[config.mk]
export PLATFORM = sky130hd
export DESIGN_NAME = uds_ctrl
export DESIGN_NICKNAME = d
export VERILOG_FILES = /design/src/design/uds_pkg.sv /design/src/design/uds_ctrl.sv
export SDC_FILE = /design/constraint.sdc
export NUM_CORES = 1
export LEC_CHECK = 0
export ABC_AREA = 1
export BUFFER_PORTS_ARGS = -buffer_cell sky130_fd_sc_hd__buf_2
export CAP_MARGIN = 20
export CORE_MARGIN = 10
export CORE_UTILIZATION = 41
export CTS_BUF_LIST = sky130_fd_sc_hd__clkbuf_8
export DETAILED_ROUTE_END_ITERATION = 12
export GPL_TIMING_DRIVEN = 0
export PLACE_DENSITY_LB_ADDON = 0.1
export SYNTH_ARGS = -nofsm -noshare
export SYNTH_HDL_FRONTEND = slang
export SYNTH_SLANG_ARGS = --single-unit
[constraint.sdc]
create_clock -name clk -period 1.6 [get_ports clk]
set_input_delay 0.16 -clock clk [delete_from_list [all_inputs] [get_ports clk]]
set_output_delay 0.16 -clock clk [all_outputs]
set_load 0.01 [all_outputs]
[src/design/uds_pkg.sv]
`timescale 1ns / 1ps
// ----------------------------------------------------------------------------
// uds_pkg
// Shared types of the display sanitiser: controller states, and the command
// and status groups between the controller and the datapath.
// ----------------------------------------------------------------------------
package uds_pkg;

	typedef enum logic [3:0] {
		S_LOAD,
		S_CHECK,
		S_FA,
		S_FD,
		S_DEC,
		S_SA,
		S_SD,
		S_RUNEND,
		S_RA,
		S_RD,
		S_ENC,
		S_DONE,
		S_OA,
		S_OL,
		S_OW,
		S_FAIL
	} uds_state_t;

	typedef struct packed {
		logic load;
		logic conv_init;
		logic fetch_cap;
		logic dec_step;
		logic scan_step;
		logic run_end;
		logic run_ld;
		logic enc_step;
		logic out_ld;
		logic fail_ld;
		logic out_next;
		logic out_done;
	} uds_cmd_t;

	typedef struct packed {
		logic overrun;
		logic dec_go;
		logic fetch_done;
		logic dec_cont;
		logic scan_go;
		logic in_run;
		logic pt_arabic;
		logic pt_space;
		logic enc_full;
		logic enc_last;
		logic ridx_zero;
		logic ol_zero;
		logic out_is_last;
		logic out_fire;
	} uds_sts_t;

endpackage

[src/design/uds_ctrl.sv]
`timescale 1ns / 1ps
// ----------------------------------------------------------------------------
// uds_ctrl
// Sequencer of the sanitiser: loading, decoding, run shaping, encoding and
// delivery of the output words.
// ----------------------------------------------------------------------------
module uds_ctrl (
	input  logic            clk,
	input  logic            arst_n,
	input  logic            in_valid,
	input  logic            last_byte,
	output logic            in_stall,
	output uds_pkg::uds_cmd_t cmd,
	input  uds_pkg::uds_sts_t sts
);
	import uds_pkg::*;

	uds_state_t state_q, state_nx;

	always_ff @(posedge clk or negedge arst_n) begin
		if (!arst_n) begin
			state_q <= S_LOAD;
		end else begin
			state_q <= state_nx;
		end
	end

	always_comb begin
		state_nx = state_q;
		unique case (state_q)
			S_LOAD: begin
				if (in_valid && last_byte) state_nx = S_CHECK;
			end
			S_CHECK:  state_nx = sts.overrun ? S_FAIL : S_FA;
			S_FA:     state_nx = sts.dec_go ? S_FD : S_SA;
			S_FD:     state_nx = sts.fetch_done ? S_DEC : S_FA;
			S_DEC:    state_nx = sts.dec_cont ? S_DEC : S_FA;
			S_SA: begin
				if (sts.scan_go) state_nx = S_SD;
				else if (sts.in_run) state_nx = S_RUNEND;
				else state_nx = S_DONE;
			end
			S_SD: begin
				if (sts.in_run) begin
					state_nx = (sts.pt_arabic || sts.pt_space) ? S_SA : S_RUNEND;
				end else begin
					state_nx = sts.pt_arabic ? S_SA : S_ENC;
				end
			end
			S_RUNEND: state_nx = S_RA;
			S_RA:     state_nx = S_RD;
			S_RD:     state_nx = S_ENC;
			S_ENC: begin
				if (sts.enc_full) state_nx = S_FAIL;
				else if (sts.enc_last) begin
					if (sts.in_run && !sts.ridx_zero) state_nx = S_RA;
					else state_nx = S_SA;
				end
			end
			S_DONE:   state_nx = sts.ol_zero ? S_FAIL : S_OA;
			S_OA:     state_nx = S_OL;
			S_OL:     state_nx = S_OW;
			S_OW: begin
				if (sts.out_fire) state_nx = sts.out_is_last ? S_LOAD : S_OA;
			end
			S_FAIL:   state_nx = S_OW;
			default:  state_nx = S_LOAD;
		endcase
	end

	always_comb begin
		cmd = '0;
		in_stall = 1'b1;
		unique case (state_q)
			S_LOAD: begin
				in_stall = 1'b0;
				cmd.load = in_valid;
			end
			S_CHECK:  cmd.conv_init = 1'b1;
			S_FD:     cmd.fetch_cap = 1'b1;
			S_DEC:    cmd.dec_step = 1'b1;
			S_SD:     cmd.scan_step = 1'b1;
			S_RUNEND: cmd.run_end = 1'b1;
			S_RD:     cmd.run_ld = 1'b1;
			S_ENC:    cmd.enc_step = 1'b1;
			S_OL:     cmd.out_ld = 1'b1;
			S_FAIL:   cmd.fail_ld = 1'b1;
			S_OW: begin
				cmd.out_next = sts.out_fire && !sts.out_is_last;
				cmd.out_done = sts.out_fire && sts.out_is_last;
			end
			default: begin
				cmd = '0;
			end
		endcase
	end

endmodule

==> results of run 1 <==
cell type report:
class | instances | area [µm²] | area share
clock buffer | 3 | 41.3 | 0.0516
inverter | 24 | 90.1 | 0.112
multi-input combinational | 85 | 380 | 0.475
sequential | 4 | 103 | 0.128
tap | 15 | 18.8 | 0.0234
timing repair buffer | 32 | 168 | 0.209
final timing paths:
check	depth (start not counted)	start	endpoint	slack, ps
max	5	state_q[0]	cmd[5]	100
min	5	last_byte	state_q[0]	270
max reg2reg	8	state_q[3]	state_q[2]	230
min reg2reg	3	state_q[0]	state_q[2]	810
max in group asynchronous	2	arst_n	state_q[3]	1190
min in group asynchronous	2	arst_n	state_q[1]	280
cells in the final DEF (no fill, tap or decap):
cell type / n
dlygate4sd3_1: 1
inv_2: 1
nor2_4: 2
nor4_1: 1
o22ai_1: 1
dfrtp_2: 2
nand3_1: 18
nor2_1: 19
a21oi_1: 2
nand2_1: 34
buf_4: 1
o21ai_0: 2
nor2_2: 4
buf_2: 30
nor3_1: 1
nand2_2: 1
clkbuf_8: 3
dfrtp_1: 2
inv_1: 23
logic make-up after synthesis:
group                  after synthesis  synth area share
AOI/OAI and AO/OA                    5            0.0475
buffers and inverters               24             0.163
DFF                                  4             0.181
and+or+nand+nor                     80             0.609
layer usage:
metal	GRT usage	wire length, µm	share of wire	vias to the layer above
met4	0.0481	6	0.0033	0
met1	0.119	749	0.42	343
met2	0.180	849	0.47	27
met5	0	0	0	-
li1	-	-	-	416
met3	0.0562	186	0.10	2
worst reg2reg max path, cell delays in order (launching register included):
cell     delay (ps)
dfrtp_2         440
nand2_1         170
inv_1           100
nand3_1         120
nand3_1         110
nor2_1          140
nand2_1          70
nand2_1          60
nand2_1          40
what timing repair did:
| action | in CTS | in global routing |
|---|---|---|
| hold buffers | 1 | 0 |
| pin swaps | 0 | 1 |
| gates cloned | 0 | 0 |
| setup buffers | 0 | 1 |
| endpoints found under the hold margin | 4 | 0 |
| gates resized for setup | 2 | 5 |
| endpoints found under the setup margin | 2 | 5 |
where the power goes:
part,internal [mW],switching [mW]
clock,0.160,0.0532
sequential,0.159,0.0915
combinational,0.298,0.519
total,0.617,0.664
per-stage QoR:
stage	instance area (µm²)	total power [mW]	hold WS, ps	utilization	std cells
after floorplan	553	0.763	-136	-	113
after global placement	722	0.981	-36.3	0.562	158
after detailed placement	722	0.992	-34.5	0.562	158
after CTS	781	1.23	265	0.608	162
after global routing	801	1.42	293	0.623	163
final	801	1.28	270	0.623	163
==> flow_summary.toml, run 1 <==
[setup_path]
path_buf_inv = 3
crit_type = "register to primary output"
cp_top_family = "flip-flops"
crit_path_end_kind = "primary output"
cp_slowest_cell = "dfrtp_1"
crit_fanout = 7
cpPeakStageDelay_ps = 460
cp_data_arrival_time_ps = 1340
cp.required_ps = 1440
start_kind = "register"
cp_cell_sequence = "inv_2, nor2_2, inv_1, nor2_1, buf_2"

[logic_synthesis]
synth_top_cell_by_area = "nand2_1"
synth_edf_count = 0
synth_area_um2 = 553
avgSynthCellArea_um2 = 4.89
synth_cell_type_count = 13
ys_top_cells_by_area = "nand2_1 23%, dfrtp_1 18%, nand3_1 16%"
synth_async_sr_flop_share = 1.00
synth_warnings = 0
synthTopCellsByCount = "34 x nand2_1, 23 x inv_1, 22 x nor2_1, 18 x nand3_1, 4 x dfrtp_1"
syn_nets = 131
synth_top_area_frac = 0.231
synth-seq-cells = 4
ys_seq_area_frac = 0.181
synth_ff_type = "dfrtp_1"
syn_inst = 113
synth_most_common_cell = "nand2_1"

[floorplanning]
die_height_um = 56.7
start_util = 0.430
die_x_um = 56.7
std_cell_rows = 13
ioPinCount = 31
core_um2 = 1280
die_area_um2 = 3220

[global_route]
grt_pass1_vias = 761
antenna_found_initial = 0
grt_pass1_wl_mm = 3.02
grt_overflow = 0
grt_max_degree = 9
track_usage = 0.112

[status]
status = "complete, no violations"

[cells_and_area]
antennaDiodeCount = 0
layout.nets = 168
regMostFlops = "state_q"
fillers = 134
area_growth_pct = 44.8
reg.largest.list = "state_q (4)"
largest_reg_flops = 4
drive_gt1_frac = 0.297

[clocking]
cts_sinks = 4
clkTransAtPathRegs_ps = 30
root_buffer = "clkbuf_8"
cts_tree = "yes"
cts-buffers-inserted = 3
cts_buffer_depth = 2
clkLatencyLatePin_ps = 220
h-tree-depth = 1

[timing]
report.final.hold_viol_count = 0
fmax_ghz = 0.668
setup_tns_ps = 0
finalCriticalPeriod_ps = 1500
rsz0062_at_grt = "no"
worst_slack_ps = 103
finalSetupViolCount = 0
slew_violations = 0
max_slew_margin = 0.799
period_share = 0.936
worstMarginPinSlew_ps = 301
clock_skew_ps = 6.54

[hold_path]
min_path_type = "input port to register"

[routing]
drt_wl_total_mm = 1.79
wire_per_inst_um = 11.0
via_per_inst = 4.83
ant_nets = 0
drcViolationCount = 0
dr_total_vias = 788
drt-pass1-iter-count = 4
drtIter0Drc = 16

[run]
cap_viol_max_count = 0

[power]
powerDensity_nw_per_um2 = 1600
vdd_drop_max_uv = 1040
power.leakage_nw = 0.539

[placed_design]
dp_hpwl_mm = 1.55
gp_congestion = 0.886
port_buffers = 30
pre_cts_slack_ps = 110
Power figures use the tool's default switching activity.
==> inputs of run 2 (changes only) <==
--- a/config.mk
+++ b/config.mk
@@ -12,7 +12,6 @@
 export CORE_UTILIZATION = 41
 export CTS_BUF_LIST = sky130_fd_sc_hd__clkbuf_8
 export DETAILED_ROUTE_END_ITERATION = 12
-export GPL_TIMING_DRIVEN = 0
 export PLACE_DENSITY_LB_ADDON = 0.1
 export SYNTH_ARGS = -nofsm -noshare
 export SYNTH_HDL_FRONTEND = slang
==> flow_summary.toml, run 2 (synthesis results as in run 1) <==
[placed_design]
pre_cts_slack_ps = 274
dp_hpwl_mm = 1.54
gp_congestion = 0.916
port_buffers = 30

[routing]
drt_wl_total_mm = 1.76
dr_total_vias = 792
ant_nets = 0
drt-pass1-iter-count = 4
drcViolationCount = 0
via_per_inst = 4.86
wire_per_inst_um = 10.8
drtIter0Drc = 13

[global_route]
grt_overflow = 0
grt_pass1_wl_mm = 2.95
grt_pass1_vias = 745
grt_max_degree = 8
antenna_found_initial = 0
track_usage = 0.108

[timing]
worst_slack_ps = 118
worstMarginPinSlew_ps = 249
setup_tns_ps = 0
max_slew_margin = 0.834
clock_skew_ps = 2.04
report.final.hold_viol_count = 0
finalSetupViolCount = 0
slew_violations = 0
fmax_ghz = 0.675
period_share = 0.926
finalCriticalPeriod_ps = 1480

[power]
power.leakage_nw = 0.540
vdd_drop_max_uv = 851
powerDensity_nw_per_um2 = 1580

[setup_path]
cp_top_family = "flip-flops"
start_kind = "register"
crit_type = "register to primary output"
crit_fanout = 6
path_buf_inv = 3
cp_cell_sequence = "nor2_4, inv_1, nor2_1, inv_1, nor2_1, buf_2"
cpPeakStageDelay_ps = 460
cp.required_ps = 1440
cp_data_arrival_time_ps = 1320
crit_path_end_kind = "primary output"
cp_slowest_cell = "dfrtp_2"

[cells_and_area]
fillers = 144
antennaDiodeCount = 0
layout.nets = 168
reg.largest.list = "state_q (4)"
final_common_cell = "nand2_1"
final_core_util = 0.620
largest_reg_flops = 4
drive_gt1_frac = 0.284
area_growth_pct = 44.1
regMostFlops = "state_q"
final_cell_mix = "34 x nand2_1, 30 x buf_2, 23 x inv_1"

[clocking]
h-tree-depth = 1
clkTransAtPathRegs_ps = 30
post_cts_buffers = 0
cts-buffers-inserted = 3
root_buffer = "clkbuf_8"
cts_buffer_depth = 2
clkLatencyLatePin_ps = 210
cts_tree = "yes"
cts_sinks = 4

[floorplanning]
die_x_um = 56.7
ioPinCount = 31
die_area_um2 = 3220
std_cell_rows = 13
core_um2 = 1280
start_util = 0.430
die_height_um = 56.7

[hold_path]
min_path_type = "input port to register"

[status]
status = "complete, no violations"

[run]
cap_viol_max_count = 0
run 2: changes by cell type in the layout (fill, tap and decap cells not counted):
cell     before  now
dfrtp_1       2    3
dfrtp_2       2    1
nor2_2        4    3
nor2_1       19   20
run 2: per-layer routing:
metal / share of wire / routed length (µm) / global-route usage / vias to the layer above
met5: 0 / 0 / 0 / -
met4: 0.0057 / 10 / 0.0309 / 0
met3: 0.088 / 155 / 0.0360 / 2
met2: 0.48 / 835 / 0.187 / 27
met1: 0.43 / 755 / 0.121 / 346
li1: - / - / - / 417
run 2: path summary, 6_finish.rpt:
| path | from | to | slack, ps | cells past startpoint |
|---|---|---|---|---|
| worst max register to register | state_q[0] | state_q[2] | 250 | 8 |
| worst max-delay path | state_q[1] | cmd[11] | 120 | 6 |
| max in group asynchronous | arst_n | state_q[1] | 1190 | 2 |
| min in group asynchronous | arst_n | state_q[0] | 280 | 2 |
| worst min register to register | state_q[2] | state_q[1] | 770 | 3 |
| worst min-delay path | last_byte | state_q[0] | 270 | 5 |
run 2: worst reg2reg max path, delay by kind of cell, from the launching register on:
family                 cells  cell delay (ps)
AND/OR/NAND/NOR            7              670
flip-flops                 1              430
buffers and inverters      1              130
run 2: power by group:
group	internal [mW]	switching, mW	total, mW
Clock	0.160	0.0446	0.204
Sequential	0.157	0.0815	0.239
Combinational	0.294	0.521	0.814
run 2: what timing repair did:
action / CTS / global route
endpoints found under the setup margin: 0 / 3
resized for setup: 0 / 5
hold buffers: 1 / 0
endpoints found under the hold margin: 4 / 0
run 2: cell type report:
type	count	area, µm²	area share
clock buffer	3	41.3	0.0518
tap	15	18.8	0.0235
multi-input combinational	85	378	0.474
sequential	4	101	0.127
timing repair buffer	32	168	0.210
inverter	24	90.1	0.113
run 2: stage by stage:
step | hold slack (ps) | std cells | cell area [µm²] | power (mW)
floorplan | -136 | 113 | 553 | 0.763
global placement | -35.9 | 159 | 729 | 1.00
finish | 274 | 163 | 797 | 1.26
global route | 288 | 163 | 797 | 1.42
CTS | 277 | 163 | 781 | 1.22
detailed placement | -34.4 | 159 | 729 | 1.01
==> inputs of run 3 (changes only) <==
--- a/config.mk
+++ b/config.mk
@@ -8,7 +8,7 @@
 export ABC_AREA = 1
 export BUFFER_PORTS_ARGS = -buffer_cell sky130_fd_sc_hd__buf_2
 export CAP_MARGIN = 20
-export CORE_MARGIN = 10
+export CORE_MARGIN = 2
 export CORE_UTILIZATION = 41
 export CTS_BUF_LIST = sky130_fd_sc_hd__clkbuf_8
 export DETAILED_ROUTE_END_ITERATION = 12
==> flow_summary.toml, run 3 (synthesis results as in run 1) <==
[status]
status = "complete, no violations"

[routing]
via_per_inst = 4.71
drt-pass1-iter-count = 4
drcViolationCount = 0
ant_nets = 0
dr_total_vias = 768
wire_per_inst_um = 9.78
drtIter0Drc = 14
drt_wl_total_mm = 1.59

[cells_and_area]
largest_reg_flops = 4
reg.largest.list = "state_q (4)"
regMostFlops = "state_q"
drive_gt1_frac = 0.277
antennaDiodeCount = 0
final_common_cell = "nand2_1"
layout.nets = 168
final_cell_mix = "34 x nand2_1, 30 x buf_2, 23 x inv_1"
fin_area_um2 = 791
area_growth_pct = 43.0

[setup_path]
reg2reg_slack_ps = 250
cpPeakStageDelay_ps = 440
cp-startpoint = "state_q[1]"
crit_path_end_kind = "primary output"
cp_slowest_cell = "dfrtp_1"
cp_data_arrival_time_ps = 1360
crit_fanout = 6
cp.required_ps = 1440
crit_type = "register to primary output"
start_kind = "register"
r2r-start = "state_q[0]"
cp_cell_sequence = "nor2_2, inv_1, nor2_1, inv_1, nor2_1, buf_2"
path_buf_inv = 3
cp_top_family = "simple AND/OR/NAND/NOR gates"

[timing]
slew_violations = 0
finalSetupViolCount = 0
fmax_ghz = 0.658
rsz0062_at_grt = "yes"
worstMarginPinSlew_ps = 289
clock_skew_ps = 0.958
report.final.hold_viol_count = 0
fin_hold_ws_ps = 269
period_share = 0.950
max_slew_margin = 0.807
setup_tns_ps = 0
finalCriticalPeriod_ps = 1520

[run]
cap_viol_max_count = 0

[placed_design]
dp_hpwl_mm = 1.31
placement.cell_area_um2 = 729
gp_congestion = 0.886
port_buffers = 30

[floorplanning]
std_cell_rows = 13
die_area_um2 = 1660
die_height_um = 40.7
start_util = 0.430
die_x_um = 40.7
ioPinCount = 31
core_um2 = 1280

[power]
internal_power_mw = 0.603
vdd_drop_max_uv = 727
combPwrFrac = 0.649
sw_frac_of_total = 0.519
power_switching_mw = 0.649
power_mw = 1.25
power.leakage_nw = 0.540
seq_power_share = 0.181
clockPowerShare = 0.170
powerDensity_nw_per_um2 = 1580

[hold_path]
worstHoldStart = "last_byte"
min_path_type = "input port to register"

[global_route]
top_usage_layer = "met2"
use_met1 = 0.255
use_met2 = 0.409
grt_pass1_wl_mm = 2.42
grt_max_degree = 8
antenna_found_initial = 0
met3_usage = 0.0326
track_usage = 0.218
grt_pass1_vias = 626
grt_overflow = 0

[clocking]
cts_tree = "yes"
clkLatencyLatePin_ps = 220
cts-buffers-inserted = 3
cts_sinks = 4
cts_buffer_depth = 2
h-tree-depth = 1
clkTransAtPathRegs_ps = 30
root_buffer = "clkbuf_8"
## run 3: cell counts in the layout (fill, tap and decap cells not counted)
No cell type changed its count.
## run 3: timing repair
item	4_1_cts	5_1_grt
resized for setup	0	3
setup endpoints to repair	0	4
buffers inserted	0	0
hold buffers	1	0
endpoints found under the hold margin	4	0
## run 3: tightest hold or removal path: stages
cell	delay [ps]
buf_2	100
nand2_1	50
nand2_1	40
nand3_1	50
nor2_1	40
## run 3: path summary, 6_finish.rpt
path / endpoint / cells after the start
worst max register to register: state_q[2] / 8
worst max-delay path: cmd[11] / 6
max in group asynchronous: state_q[2] / 2
worst min-delay path: state_q[0] / 5
worst min register to register: state_q[2] / 3
min in group asynchronous: state_q[0] / 2
## run 3: per-layer routing
metal,routed length (µm),vias to the layer above
met3,91,2
li1,-,414
met1,711,325
met2,779,27
met4,11,0
met5,0,-
## run 3: final cells by class
class / instances / area, µm²
flip-flops and latches: 4 / 100
repair buffers: 32 / 168
inverters: 24 / 90.1
clock buffers: 3 / 41.3
multi-input cells: 85 / 373
well taps: 15 / 18.8
fillers: 129 / 494
## run 3: through the flow
stage,instances,utilization,setup WS (ps)
3_3_place_gp,159,0.568,274
4_1_cts,163,0.608,20.9
5_1_grt,163,0.615,-12.6
2_1_floorplan,113,-,255
3_5_place_dp,159,0.568,255
6_report,163,0.615,80.0
## run 3: power by group through the flow
stage / sequential [mW] / clock [mW] / combinational (mW)
final: 0.226 / 0.213 / 0.813
after global routing: 0.234 / 0.227 / 0.917
after CTS: 0.213 / 0.213 / 0.797
after detailed placement: 0.214 / 0 / 0.788
after global placement: 0.212 / 0 / 0.787
after floorplan: 0.206 / 0 / 0.557
